[src/lmsa_pkg.sv]
// Package: matrix geometry, register indexes and shared types for the sparkle animator.
package lmsa_pkg;

    localparam int COLS     = 16;
    localparam int ROWS     = 8;
    localparam int MAX_LIVE = 8;
    localparam int CELLS    = COLS * ROWS;
    localparam int NCAND    = 8;
    localparam int CW       = $clog2(CELLS);
    localparam int COLW     = $clog2(COLS);

    localparam logic [2:0] REG_MAX_LEVEL     = 3'd0;
    localparam logic [2:0] REG_SPAWN_PERCENT = 3'd1;
    localparam logic [2:0] REG_SPEED_LOW     = 3'd2;
    localparam logic [2:0] REG_SPEED_HIGH    = 3'd3;
    localparam logic [2:0] REG_LIVE_LIMIT    = 3'd4;

    typedef logic [7:0] star_word_t;

    // Store access from the sequencer to the cell store.
    typedef struct packed {
        logic       we;
        logic [CW-1:0] waddr;
        star_word_t wspeed;
        star_word_t wlevel;
        logic [CW-1:0] raddr;
    } store_req_t;

endpackage

[src/lmsa_ram.sv]
// Generic single-port-write RAM with registered read.
module lmsa_ram #(
    parameter int WIDTH = 8,
    parameter int DEPTH = 128
) (
    input  logic                     clk,
    input  logic                     we,
    input  logic [$clog2(DEPTH)-1:0] waddr,
    input  logic [WIDTH-1:0]         wdata,
    input  logic [$clog2(DEPTH)-1:0] raddr,
    output logic [WIDTH-1:0]         rdata
);
    logic [WIDTH-1:0] mem [DEPTH];

    always_ff @(posedge clk)
    begin
        if (we)
        begin
            mem[waddr] <= wdata;
        end
        rdata <= mem[raddr];
    end
endmodule

[src/lmsa_store.sv]
// Cell store: speed and level memories.
module lmsa_store (
    input  logic                 clk,
    input  lmsa_pkg::store_req_t req,
    output lmsa_pkg::star_word_t rspeed,
    output lmsa_pkg::star_word_t rlevel
);
    import lmsa_pkg::*;

    lmsa_ram #(.WIDTH(8), .DEPTH(CELLS)) u_speed (
        .clk(clk), .we(req.we), .waddr(req.waddr), .wdata(req.wspeed),
        .raddr(req.raddr), .rdata(rspeed)
    );
    lmsa_ram #(.WIDTH(8), .DEPTH(CELLS)) u_level (
        .clk(clk), .we(req.we), .waddr(req.waddr), .wdata(req.wlevel),
        .raddr(req.raddr), .rdata(rlevel)
    );
endmodule

[src/led_matrix_sparkle_animator_top.sv]
// Top level: sequencer walking the cell store with one shared update and neighbor unit.
//  channel | valid     | stall     | payload
//  in      | in_valid  | in_stall  | spawn_roll, speed_offset, cand_0..cand_7
//  out     | out_valid | out_stall | kind, pixel_col, pixel_row, pixel_level, spawned,
//          |           |           |   spawn_cell, is_last
//  cfg     | cfg_we    | -         | cfg_index, cfg_data
// After reset a clearing pass writes every cell before the first item is taken.
// One item: every cell is read and updated, live ones giving pixels up to MAX_LIVE, then
// candidates and neighbors are checked for a spawn and the end report is given.
// Each memory read port gives one word per cycle.
// Output stall holds the sequencer at its current result; input is taken only when idle.
module led_matrix_sparkle_animator_top (
    input  logic       clk,
    input  logic       rst_n,
    input  logic       in_valid,
    output logic       in_stall,
    input  logic [6:0] spawn_roll,
    input  logic [6:0] speed_offset,
    input  logic [6:0] cand_0,
    input  logic [6:0] cand_1,
    input  logic [6:0] cand_2,
    input  logic [6:0] cand_3,
    input  logic [6:0] cand_4,
    input  logic [6:0] cand_5,
    input  logic [6:0] cand_6,
    input  logic [6:0] cand_7,
    output logic       out_valid,
    input  logic       out_stall,
    output logic       kind,
    output logic [3:0] pixel_col,
    output logic [2:0] pixel_row,
    output logic [7:0] pixel_level,
    output logic       spawned,
    output logic [6:0] spawn_cell,
    output logic       is_last,
    input  logic       cfg_we,
    input  logic [2:0] cfg_index,
    input  logic [7:0] cfg_data
);
    import lmsa_pkg::*;

    localparam logic [2:0] S_CLEAR = 3'd0;
    localparam logic [2:0] S_IDLE  = 3'd1;
    localparam logic [2:0] S_RD    = 3'd2;
    localparam logic [2:0] S_UPD   = 3'd3;
    localparam logic [2:0] S_CAND  = 3'd4;
    localparam logic [2:0] S_NB    = 3'd5;
    localparam logic [2:0] S_OUT   = 3'd6;

    logic [2:0] state_reg, state_next;
    logic [CW:0] idx_reg, idx_next;
    logic [3:0] cand_k_reg, cand_k_next;
    logic [3:0] nb_reg, nb_next;
    logic [3:0] active_reg, active_next;
    logic [3:0] nout_reg, nout_next;
    logic spawned_reg, spawned_next;
    logic [CW-1:0] scell_reg, scell_next;
    logic [6:0] roll_reg, off_reg;
    logic [6:0] cand_reg [NCAND];
    logic [7:0] max_level_reg;
    logic [6:0] spawn_percent_reg, speed_low_reg, speed_high_reg;
    logic [3:0] live_limit_reg;
    logic out_valid_reg, out_valid_next;
    logic kind_reg, kind_next, last_reg, last_next;
    logic [CW-1:0] ocell_reg, ocell_next;
    logic [7:0] olevel_reg, olevel_next;
    logic nb_pending_reg, nb_pending_next;

    store_req_t req;
    star_word_t rspeed, rlevel;

    lmsa_store u_store (.clk(clk), .req(req), .rspeed(rspeed), .rlevel(rlevel));

    // Shared unit: level update and neighbor address.
    logic signed [9:0] sum;
    logic [CW-1:0] cur;
    logic [6:0] cand_cur;
    logic cand_ok;
    logic signed [1:0] dr_off, dc_off;
    logic signed [7:0] nr, nc;
    logic nb_in;
    logic [7:0] spd_sum;
    logic [6:0] spd;
    logic [3:0] limit;
    logic busy_rd;

    always_comb
    begin
        unique case (nb_reg)
            4'd0, 4'd1, 4'd2: dr_off = -2'sd1;
            4'd3, 4'd4, 4'd5: dr_off = 2'sd0;
            default:          dr_off = 2'sd1;
        endcase
        unique case (nb_reg)
            4'd0, 4'd3, 4'd6: dc_off = -2'sd1;
            4'd1, 4'd4, 4'd7: dc_off = 2'sd0;
            default:          dc_off = 2'sd1;
        endcase
    end

    assign cur      = idx_reg[CW-1:0];
    assign cand_cur = cand_reg[cand_k_reg[2:0]];
    assign cand_ok  = {1'b0, cand_cur} < 8'(CELLS);
    assign sum      = 10'(signed'(rspeed)) + signed'(10'(rlevel));
    assign nr = signed'(8'(cand_cur[CW-1:COLW])) + 8'(dr_off);
    assign nc = signed'(8'(cand_cur[COLW-1:0])) + 8'(dc_off);
    assign nb_in = (nr >= 0) && (nr < 8'(ROWS)) && (nc >= 0) && (nc < 8'(COLS));
    assign spd_sum = 8'(speed_low_reg) + 8'(off_reg);
    assign spd = (spd_sum > 8'(speed_high_reg)) ? speed_high_reg : spd_sum[6:0];
    assign limit = (live_limit_reg < 4'(MAX_LIVE)) ? live_limit_reg : 4'(MAX_LIVE);
    assign busy_rd = (rspeed != 8'd0) || (rlevel != 8'd0);

    always_comb
    begin
        state_next = state_reg;
        idx_next = idx_reg;
        cand_k_next = cand_k_reg;
        nb_next = nb_reg;
        active_next = active_reg;
        nout_next = nout_reg;
        spawned_next = spawned_reg;
        scell_next = scell_reg;
        out_valid_next = out_valid_reg;
        kind_next = kind_reg;
        last_next = last_reg;
        ocell_next = ocell_reg;
        olevel_next = olevel_reg;
        nb_pending_next = nb_pending_reg;
        req.we = 1'b0;
        req.waddr = cur;
        req.wspeed = 8'd0;
        req.wlevel = 8'd0;
        req.raddr = cur;
        if (out_valid_reg && !out_stall)
        begin
            out_valid_next = 1'b0;
        end
        unique case (state_reg)
            S_CLEAR:
            begin
                req.we = 1'b1;
                idx_next = idx_reg + 1'b1;
                if (idx_reg == (CW+1)'(CELLS - 1))
                begin
                    state_next = S_IDLE;
                end
            end
            S_IDLE:
            begin
                idx_next = '0;
                active_next = '0;
                nout_next = '0;
                spawned_next = 1'b0;
                scell_next = '0;
                cand_k_next = '0;
                if (in_valid)
                begin
                    state_next = S_RD;
                end
            end
            S_RD:
            begin
                state_next = S_UPD;
            end
            S_UPD:
            begin
                if (rspeed != 8'd0)
                begin
                    active_next = active_reg + 1'b1;
                    req.we = 1'b1;
                    req.wspeed = rspeed;
                    req.wlevel = sum[7:0];
                    if (!rspeed[7] && sum >= signed'(10'(max_level_reg)))
                    begin
                        req.wlevel = max_level_reg;
                        req.wspeed = 8'(-rspeed);
                    end
                    else if (rspeed[7] && sum <= 10'sd0)
                    begin
                        req.wlevel = 8'd0;
                        req.wspeed = 8'd0;
                    end
                    if (nout_reg < 4'(MAX_LIVE))
                    begin
                        nout_next = nout_reg + 1'b1;
                        ocell_next = cur;
                        olevel_next = req.wlevel;
                        kind_next = 1'b0;
                        last_next = 1'b0;
                        out_valid_next = 1'b1;
                        state_next = S_OUT;
                    end
                end
                if (state_next != S_OUT)
                begin
                    idx_next = idx_reg + 1'b1;
                    state_next = S_RD;
                    if (idx_reg == (CW+1)'(CELLS - 1))
                    begin
                        state_next = S_CAND;
                        if (!(active_next < limit && roll_reg < spawn_percent_reg))
                        begin
                            cand_k_next = 4'd8;
                        end
                    end
                end
            end
            S_OUT:
            begin
                if (!out_valid_reg || !out_stall)
                begin
                    if (last_reg)
                    begin
                        state_next = S_IDLE;
                    end
                    else
                    begin
                        idx_next = idx_reg + 1'b1;
                        state_next = S_RD;
                        if (idx_reg == (CW+1)'(CELLS - 1))
                        begin
                            state_next = S_CAND;
                            if (!(active_reg < limit && roll_reg < spawn_percent_reg))
                            begin
                                cand_k_next = 4'd8;
                            end
                        end
                    end
                end
            end
            S_CAND:
            begin
                if (cand_k_reg == 4'd8)
                begin
                    kind_next = 1'b1;
                    last_next = 1'b1;
                    ocell_next = '0;
                    olevel_next = '0;
                    out_valid_next = 1'b1;
                    state_next = S_OUT;
                end
                else if (!cand_ok)
                begin
                    cand_k_next = cand_k_reg + 1'b1;
                end
                else
                begin
                    nb_next = 4'd4;
                    nb_pending_next = 1'b0;
                    state_next = S_NB;
                end
            end
            S_NB:
            begin
                // Issue read of neighbor nb_reg, check previous read result.
                req.raddr = CW'(nr) * CW'(COLS) + CW'(nc);
                if (nb_pending_reg && busy_rd)
                begin
                    cand_k_next = cand_k_reg + 1'b1;
                    state_next = S_CAND;
                end
                else if (nb_reg == 4'd9)
                begin
                    req.we = 1'b1;
                    req.waddr = cand_cur[CW-1:0];
                    req.wspeed = (spd == 7'd0) ? 8'd1 : {1'b0, spd};
                    req.wlevel = 8'd0;
                    spawned_next = 1'b1;
                    scell_next = cand_cur[CW-1:0];
                    cand_k_next = 4'd8;
                    state_next = S_CAND;
                end
                else
                begin
                    nb_pending_next = nb_in;
                    nb_next = (nb_reg == 4'd8) ? 4'd9 : ((nb_reg == 4'd4) ? 4'd0
                              : ((nb_reg == 4'd3) ? 4'd5 : nb_reg + 1'b1));
                    if (nb_reg == 4'd8 && !nb_in)
                    begin
                        nb_pending_next = 1'b0;
                    end
                end
            end
            default:
            begin
                state_next = S_IDLE;
            end
        endcase
    end

    always_ff @(posedge clk or negedge rst_n)
    begin
        if (!rst_n)
        begin
            state_reg <= S_CLEAR;
            idx_reg <= '0;
            cand_k_reg <= '0;
            nb_reg <= '0;
            active_reg <= '0;
            nout_reg <= '0;
            spawned_reg <= 1'b0;
            scell_reg <= '0;
            out_valid_reg <= 1'b0;
            last_reg <= 1'b0;
            kind_reg <= 1'b0;
            nb_pending_reg <= 1'b0;
            max_level_reg <= 8'd255;
            spawn_percent_reg <= 7'd20;
            speed_low_reg <= 7'd4;
            speed_high_reg <= 7'd16;
            live_limit_reg <= 4'd8;
        end
        else
        begin
            state_reg <= state_next;
            idx_reg <= idx_next;
            cand_k_reg <= cand_k_next;
            nb_reg <= nb_next;
            active_reg <= active_next;
            nout_reg <= nout_next;
            spawned_reg <= spawned_next;
            scell_reg <= scell_next;
            out_valid_reg <= out_valid_next;
            last_reg <= last_next;
            kind_reg <= kind_next;
            nb_pending_reg <= nb_pending_next;
            if (cfg_we)
            begin
                unique case (cfg_index)
                    REG_MAX_LEVEL:     max_level_reg <= cfg_data;
                    REG_SPAWN_PERCENT: spawn_percent_reg <= cfg_data[6:0];
                    REG_SPEED_LOW:     speed_low_reg <= cfg_data[6:0];
                    REG_SPEED_HIGH:    speed_high_reg <= cfg_data[6:0];
                    REG_LIVE_LIMIT:    live_limit_reg <= cfg_data[3:0];
                    default:           ;
                endcase
            end
        end
    end

    always_ff @(posedge clk)
    begin
        ocell_reg <= ocell_next;
        olevel_reg <= olevel_next;
        if (state_reg == S_IDLE && in_valid)
        begin
            roll_reg <= spawn_roll;
            off_reg <= speed_offset;
            cand_reg[0] <= cand_0;
            cand_reg[1] <= cand_1;
            cand_reg[2] <= cand_2;
            cand_reg[3] <= cand_3;
            cand_reg[4] <= cand_4;
            cand_reg[5] <= cand_5;
            cand_reg[6] <= cand_6;
            cand_reg[7] <= cand_7;
        end
    end

    assign in_stall    = (state_reg != S_IDLE);
    assign out_valid   = out_valid_reg;
    assign kind        = kind_reg;
    assign is_last     = last_reg;
    assign pixel_col   = kind_reg ? 4'd0 : ocell_reg[COLW-1:0];
    assign pixel_row   = kind_reg ? 3'd0 : ocell_reg[CW-1:COLW];
    assign pixel_level = olevel_reg;
    assign spawned     = kind_reg & spawned_reg;
    assign spawn_cell  = kind_reg ? scell_reg : 7'd0;
endmodule

[config.mk]
export PLATFORM = sky130hd
export DESIGN_NAME = led_matrix_sparkle_animator_top
export DESIGN_NICKNAME = d
export VERILOG_FILES = /design/src/lmsa_pkg.sv /design/src/lmsa_ram.sv /design/src/lmsa_store.sv /design/src/led_matrix_sparkle_animator_top.sv
export SDC_FILE = /design/constraint.sdc
export NUM_CORES = 2
export LEC_CHECK = 0
export BUFFER_PORTS_ARGS = -buffer_cell sky130_fd_sc_hd__buf_2
export CAP_MARGIN = 15
export CELL_PAD_IN_SITES_DETAIL_PLACEMENT = 0
export CELL_PAD_IN_SITES_GLOBAL_PLACEMENT = 2
export CORE_ASPECT_RATIO = 1.1
export CORE_UTILIZATION = 46
export CTS_BUF_LIST = sky130_fd_sc_hd__clkbuf_16
export CTS_CLUSTER_DIAMETER = 50
export DETAILED_ROUTE_END_ITERATION = 12
export GPL_ROUTABILITY_DRIVEN = 0
export HOLD_SLACK_MARGIN = 0.05
export PLACE_DENSITY_LB_ADDON = 0.3
export REMOVE_ABC_BUFFERS = 1
export SYNTH_ARGS = -nofsm -noshare
export SYNTH_HDL_FRONTEND = slang
export SYNTH_HIERARCHICAL = 1
export SYNTH_SLANG_ARGS = --single-unit
[constraint.sdc]
create_clock -name clk -period 8.8 [get_ports clk]
set_input_delay 0.44 -clock clk [delete_from_list [all_inputs] [get_ports clk]]
set_output_delay 0.44 -clock clk [all_outputs]
set_load 0.1 [all_outputs]
# Yosys cells after proc, flatten, opt, wreduce, memory -nomap -nowiden
# Memories as Yosys holds them, arrays and structs flattened. A register that Yosys moved wholly into a read port is not among the register bits.
# Cells that the tools add are included.
[op_classes]
reduce_logical = 45
n_bitwise = 1
addsub = 11
mux = 90
magnitude_cmp = 12
n_eq_ne = 40
[op_table]
columns = ["cell", "n"]
rows = [
  ["$mux W4", 21],
  ["$mux W7", 10],
  ["$mux W16", 3],
  ["$mux W24", 2],
  ["$mux W8", 6],
  ["$mux W3", 12],
  ["$ne A2 B2 Y1 const B", 16],
  ["$pmux W16 S2", 1],
  ["$pmux W8 S4", 1],
  ["$pmux W7 S2", 2],
  ["$pmux W4 S2", 3],
  ["$pmux W3 S7", 1],
  ["$mux W1", 18],
  ["$add A4 B1 Y4 const B", 4],
  ["$eq A4 B3 Y1 const B", 4],
  ["$pmux W4 S4", 1],
  ["$pmux W8 S2", 1],
  ["$reduce_and A4 Y1", 4],
  ["$reduce_bool A8 Y1", 2],
  ["$eq A3 B2 Y1 const B", 4],
  ["$eq A3 B3 Y1 const B", 4],
  ["$eq A4 B4 Y1 const B", 3],
  ["$reduce_or A3 Y1", 4],
  ["$logic_and A1 B1 Y1", 11],
  ["38 further kinds", 61],
]
[word_totals]
mem_bits_rw = 2104
out_inout_bits = 27
mem_count = 3
inputBits = 86
register_bits = 100
word_cells = 222
[mem_list]
columns = ["name", "words", "word_bits", "read_ports", "rd_clocked_by_memory_dff", "write_ports", "line", "text"]
rows = [
  ["u_store.u_level.mem", 128, 8, 1, 1, 1, "lmsa_ram.sv:13", "logic [WIDTH-1:0] mem [DEPTH];"],
  ["u_store.u_speed.mem", 128, 8, 1, 1, 1, "lmsa_ram.sv:13", ""],
  ["cand_reg", 8, 7, 1, 0, 8, "led_matrix_sparkle_animator_top.sv:59", "logic [6:0] cand_reg [NCAND];"],
]

# Logic depth before layout (Yosys ltp)
[depth]
word_depth = 14
depth_mapped = 22
ltp_nobuf = 20

# Hierarchy
# Netlist, hierarchy kept.
[by_module_without_submodules]
columns = ["mod", "instances", "seq_area_each_um2", "area_per_inst_um2", "cells_per_inst"]
rows = [
  ["lmsa_ram", 2, 30909.6, 39665.5, 1635],
  ["led_matrix_sparkle_animator_top", 1, 4345.4, 8911.0, 812],
]

# Worst setup path before layout
# Ideal clock, no wire load.
[synth_path]
path_kind = "reg2reg"
startpoint = "reg off_reg[0]"
endpoint = "mem u_store.u_speed.mem[0][0] (data pin)"
setup_time_ns = 1.240
required_ns = 7.560
n_path_buf = 1
synth_period_minus_slack_ns = 9.515
arrival_time_ns = 8.275
path_stages_with_launch = 16
slack_ns = -0.715
cell_sequence = "edfxtp_1 -> ha_1 -> fa_1 -> a21o_1 -> a21oi_1 -> o21bai_1 -> a21oi_1 -> xnor2_1 -> ha_1 -> nand4_1 -> a221o_1 -> a31oi_1 -> o21a_1 -> clkbuf_2 -> a311oi_1 -> o32ai_1"
[synth_lines]
columns = ["element", "line", "text"]
rows = [
  ["start, declared", "led_matrix_sparkle_animator_top.sv:58", "logic [6:0] roll_reg, off_reg;"],
  ["start signal, assigned", "led_matrix_sparkle_animator_top.sv:348", "off_reg <= speed_offset;"],
  ["end, declared", "lmsa_ram.sv:13", ""],
]

==> metrics.cfg <==
[timing]
grt_setup_unrepaired = no
hold_viol_final = 0
clock-skew-final_ps = 39.10
timing_worst_slew_pin_value_ps = 1240
finalSetupViolCount = 0
final.min_clock_period_ps = 5828
slew_headroom_pct = 17.14
upper_clock_frequency_limit_mhz = 171.6
finalSetupTns_ps = 0
slew_viol_final = 0
layout_worst_path_cycle_share_pct = 66.23
fin_ws_ps = 2972

[clock_network]
cts_post_setup_buffers_inserted = 0
tritoncts = done
clk_root_buffer_cell = clkbuf_16
cts_buffers = 220
post_cts.resized_instances = 0
cts_hold_buf = 91
max-clock-path-buffers = 3
tritoncts_num_sinks = 2220
clk-insertion-delay-late_ps = 870
worst_setup_hold_path_clk_slew_ps = 60
cts_max_level = 4

[grt]
grt_antenna_before_repair = 4
global_route.usage.met1_pct = 31.13
grt_start_max_net_pins = 129
grt_use_met3_pct = 3.551
grt_overflow_total = 0
use_met2_pct = 36.06
first_pass_grt_wire_length_um = 305500
first_global_vias = 42850
grt_most_used_layer = met2
groute.usage.overall_pct = 21.99

[yosys]
synth_enable_flop_cells = 2133
yosys_warnings = 6
synth.yosys.seq_area_share_pct = 74.98
synth_flop_cell = edfxtp_1
async_flop_share_pct = 3.198
synth.ff_latch_count = 2220
avgSynthCellArea_um2 = 21.62
postSynthCellCount = 4082
syn-cell-area_um2 = 88240
ys_types = 83

[min_path]
timing.hold.worst_endpoint = live_limit_reg[1]
min-delay-path-class = primary input to flip-flop
hold_start = cfg_index[2]
min_delay_path_depth = 4

[place]
place_hpwl_um = 128500
dpl-instance-area_um2 = 92370
numPortBuffers = 112
dp_slack_ps = 2907
numPlacedInstances = 6641

[worst_setup_path]
worst-r2r-cell-count = 14
worst-endpoint-arrival_ps = 6560
setup.worst_path.start_class = flip-flop
critical_path.startpoint = cand_k_reg[0]
worst-endpoint-required_ps = 9530
maximum_fanout_count_along_the_critical_path = 32
endpoint_kind = flip-flop
timing_worst_setup_path_type = flip-flop to flip-flop
endpoint_of_the_worst_slack_reg_to_reg_timing_path = u_store/u_level/rdata[2]
rr_startpoint = cand_k_reg[0]
r2r_setup_slack_ps = 2970

[die]
start_util_pct = 46.28
core_region_area_um2 = 190700
die-width_um = 419.6
io_pins = 113
die_h_um = 461.4
std_cell_rows = 168
design.die.area_um2 = 193600

[pwr]
vdd.ir_drop.worst_mv = 0.2357
power.share.sequential_pct = 40.6
sw_share_pct = 30.04
power.density_cell_area_nw_per_um2 = 295.0
power_leakage_nw = 34.74
pint_mw = 20.76
power_switching_mw = 8.916
pwr-share-comb_pct = 27.9
clkPwrFrac_pct = 31.5

[layout]
layout.cells.non_filler = 7151
finish.instance_area_um2 = 100600
layout-drive-gt1-share_pct = 28.95
nNetsFinal = 4564
fin_util_pct = 52.77
layout-area-overhead-vs-synth_pct = 14.01

[run]
drv_cap = 0

[drt]
dr.first_iter.drc_count = 4169
postRouteAntennaNets = 0
wl_per_cell_um = 29.40
drt_drc_violations_left = 0
finalWirelength_um = 210200
route.detailed.vias_per_inst = 5.890
detailedRoute.firstPassIterationCount = 5
vias = 42120

[outcome]
outcome = completed

[layout by cell type (no fill, tap or decap), drive strengths merged, types with 13 or more instances in the layout]
cell	synthesis	routed
nor3	36	36
nand4	14	14
ha	63	63
o21ai	43	43
nand2b	14	14
nor2	307	307
dfrtp	58	58
xnor2	16	16
clkbuf	108	224
nand2	112	112
a21oi	41	41
inv	50	115
dlygate4sd3	0	91
mux4	686	686
edfxtp	2133	2133
buf	99	221
nor2b	37	37
dfstp	13	13
nand3	38	38
bufinv	0	25
dfxtp	16	16
clkinv	0	86
mux2	35	35
a21o	23	23
[synthesized netlist by cell type (all sizes together) (5+ instances only)]
| cell type | count | area share (%) |
|---|---|---|
| mux4 | 686 | 18 |
| a211oi | 5 | 0.048 |
| mux2 | 35 | 0.45 |
| a21o | 23 | 0.20 |
| nand4 | 14 | 0.099 |
| dfstp | 13 | 0.39 |
| o22ai | 9 | 0.064 |
| and2 | 11 | 0.078 |
| xnor2 | 16 | 0.16 |
| nor3 | 36 | 0.22 |
| edfxtp | 2133 | 73 |
| xor2 | 12 | 0.12 |
| a21oi | 41 | 0.24 |
| fa | 5 | 0.11 |
| inv | 50 | 0.21 |
| nor2 | 307 | 1.3 |
| nand2 | 112 | 0.48 |
| o211ai | 7 | 0.075 |
| buf | 99 | 0.59 |
| or3 | 8 | 0.058 |
| nand3 | 38 | 0.22 |
| nor4 | 6 | 0.043 |
| o21ai | 43 | 0.24 |
| mux2i | 12 | 0.14 |
| dfrtp | 58 | 1.6 |
| clkbuf | 108 | 0.47 |
| nand2b | 14 | 0.099 |
| ha | 63 | 0.89 |
| nor2b | 37 | 0.27 |
| dfxtp | 16 | 0.36 |
| a31oi | 6 | 0.060 |
[kinds of logic (layout without fill, tap and decap cells)]
group | Yosys count | in the layout | share of synthesized area (%)
flops | 2220 | 2220 | 74.98
mux | 733 | 733 | 18.09
fa+ha+maj | 68 | 68 | 1.007
compound gates | 173 | 173 | 1.331
other cells | 0 | 3 | 0
xor+xnor | 28 | 28 | 0.2779
buf+inv | 257 | 773 | 1.270
simple gates | 603 | 603 | 3.041
[final cells by class]
cell class | instances | area [um2]
timing repair buffer | 313 | 2549
clock buffer | 223 | 5580
sequential | 2220 | 66160
clock inverter | 187 | 1673
fill | 14650 | 90050
tap | 2550 | 3191
multi-input combinational | 1605 | 21250
antenna | 3 | 7.507
inverter | 50 | 187.7
[critical path, cell delays in order, from the launching register on]
cell      delay, ps
dfrtp_1         550
buf_4           340
mux4_2          540
mux2i_1         510
inv_1           110
ha_1            230
o21bai_1        170
xor2_1          160
ha_1            320
nand2_1          80
nand2_4         540
buf_4           680
mux4_2          490
mux4_2          600
mux2_2          300
[metrics by stage]
stage,total power [mW],hold WS [ps]
floorplan,19.20,144.4
global placement,20.65,456.2
detailed placement,20.63,460.1
CTS,29.99,50.82
global route,30.77,111.3
finish,29.68,124.6
[power by group through the flow]
stage | clock network (mW) | logic [mW] | registers [mW]
finish | 9.34 | 8.28 | 12.1
global route | 9.90 | 8.78 | 12.1
CTS | 9.52 | 8.41 | 12.1
detailed placement | 0 | 8.34 | 12.3
global placement | 0 | 8.37 | 12.3
floorplan | 0 | 6.96 | 12.2
[routing by layer]
layer	share of wire [%]	routed length, um	vias to the layer above
li1	-	-	17700
met1	42	88430	22800
met2	50	105000	1412
met3	6.3	13280	205
met4	1.7	3478	0
met5	0	0	-
[how the worst max path moves through the flow]
stage,cells after the start,endpoint
3_5_place_dp,14,u_store/u_level/rdata[3]
4_1_cts,14,u_store/u_level/rdata[3]
3_3_place_gp,13,u_store/u_level/rdata[3]
2_1_floorplan,11,u_store/u_level/rdata[0]
5_1_grt,12,u_store/u_level/mem[10][0]
6_report,14,u_store/u_level/rdata[2]
Note: power is estimated with default switching activity, not from simulation.
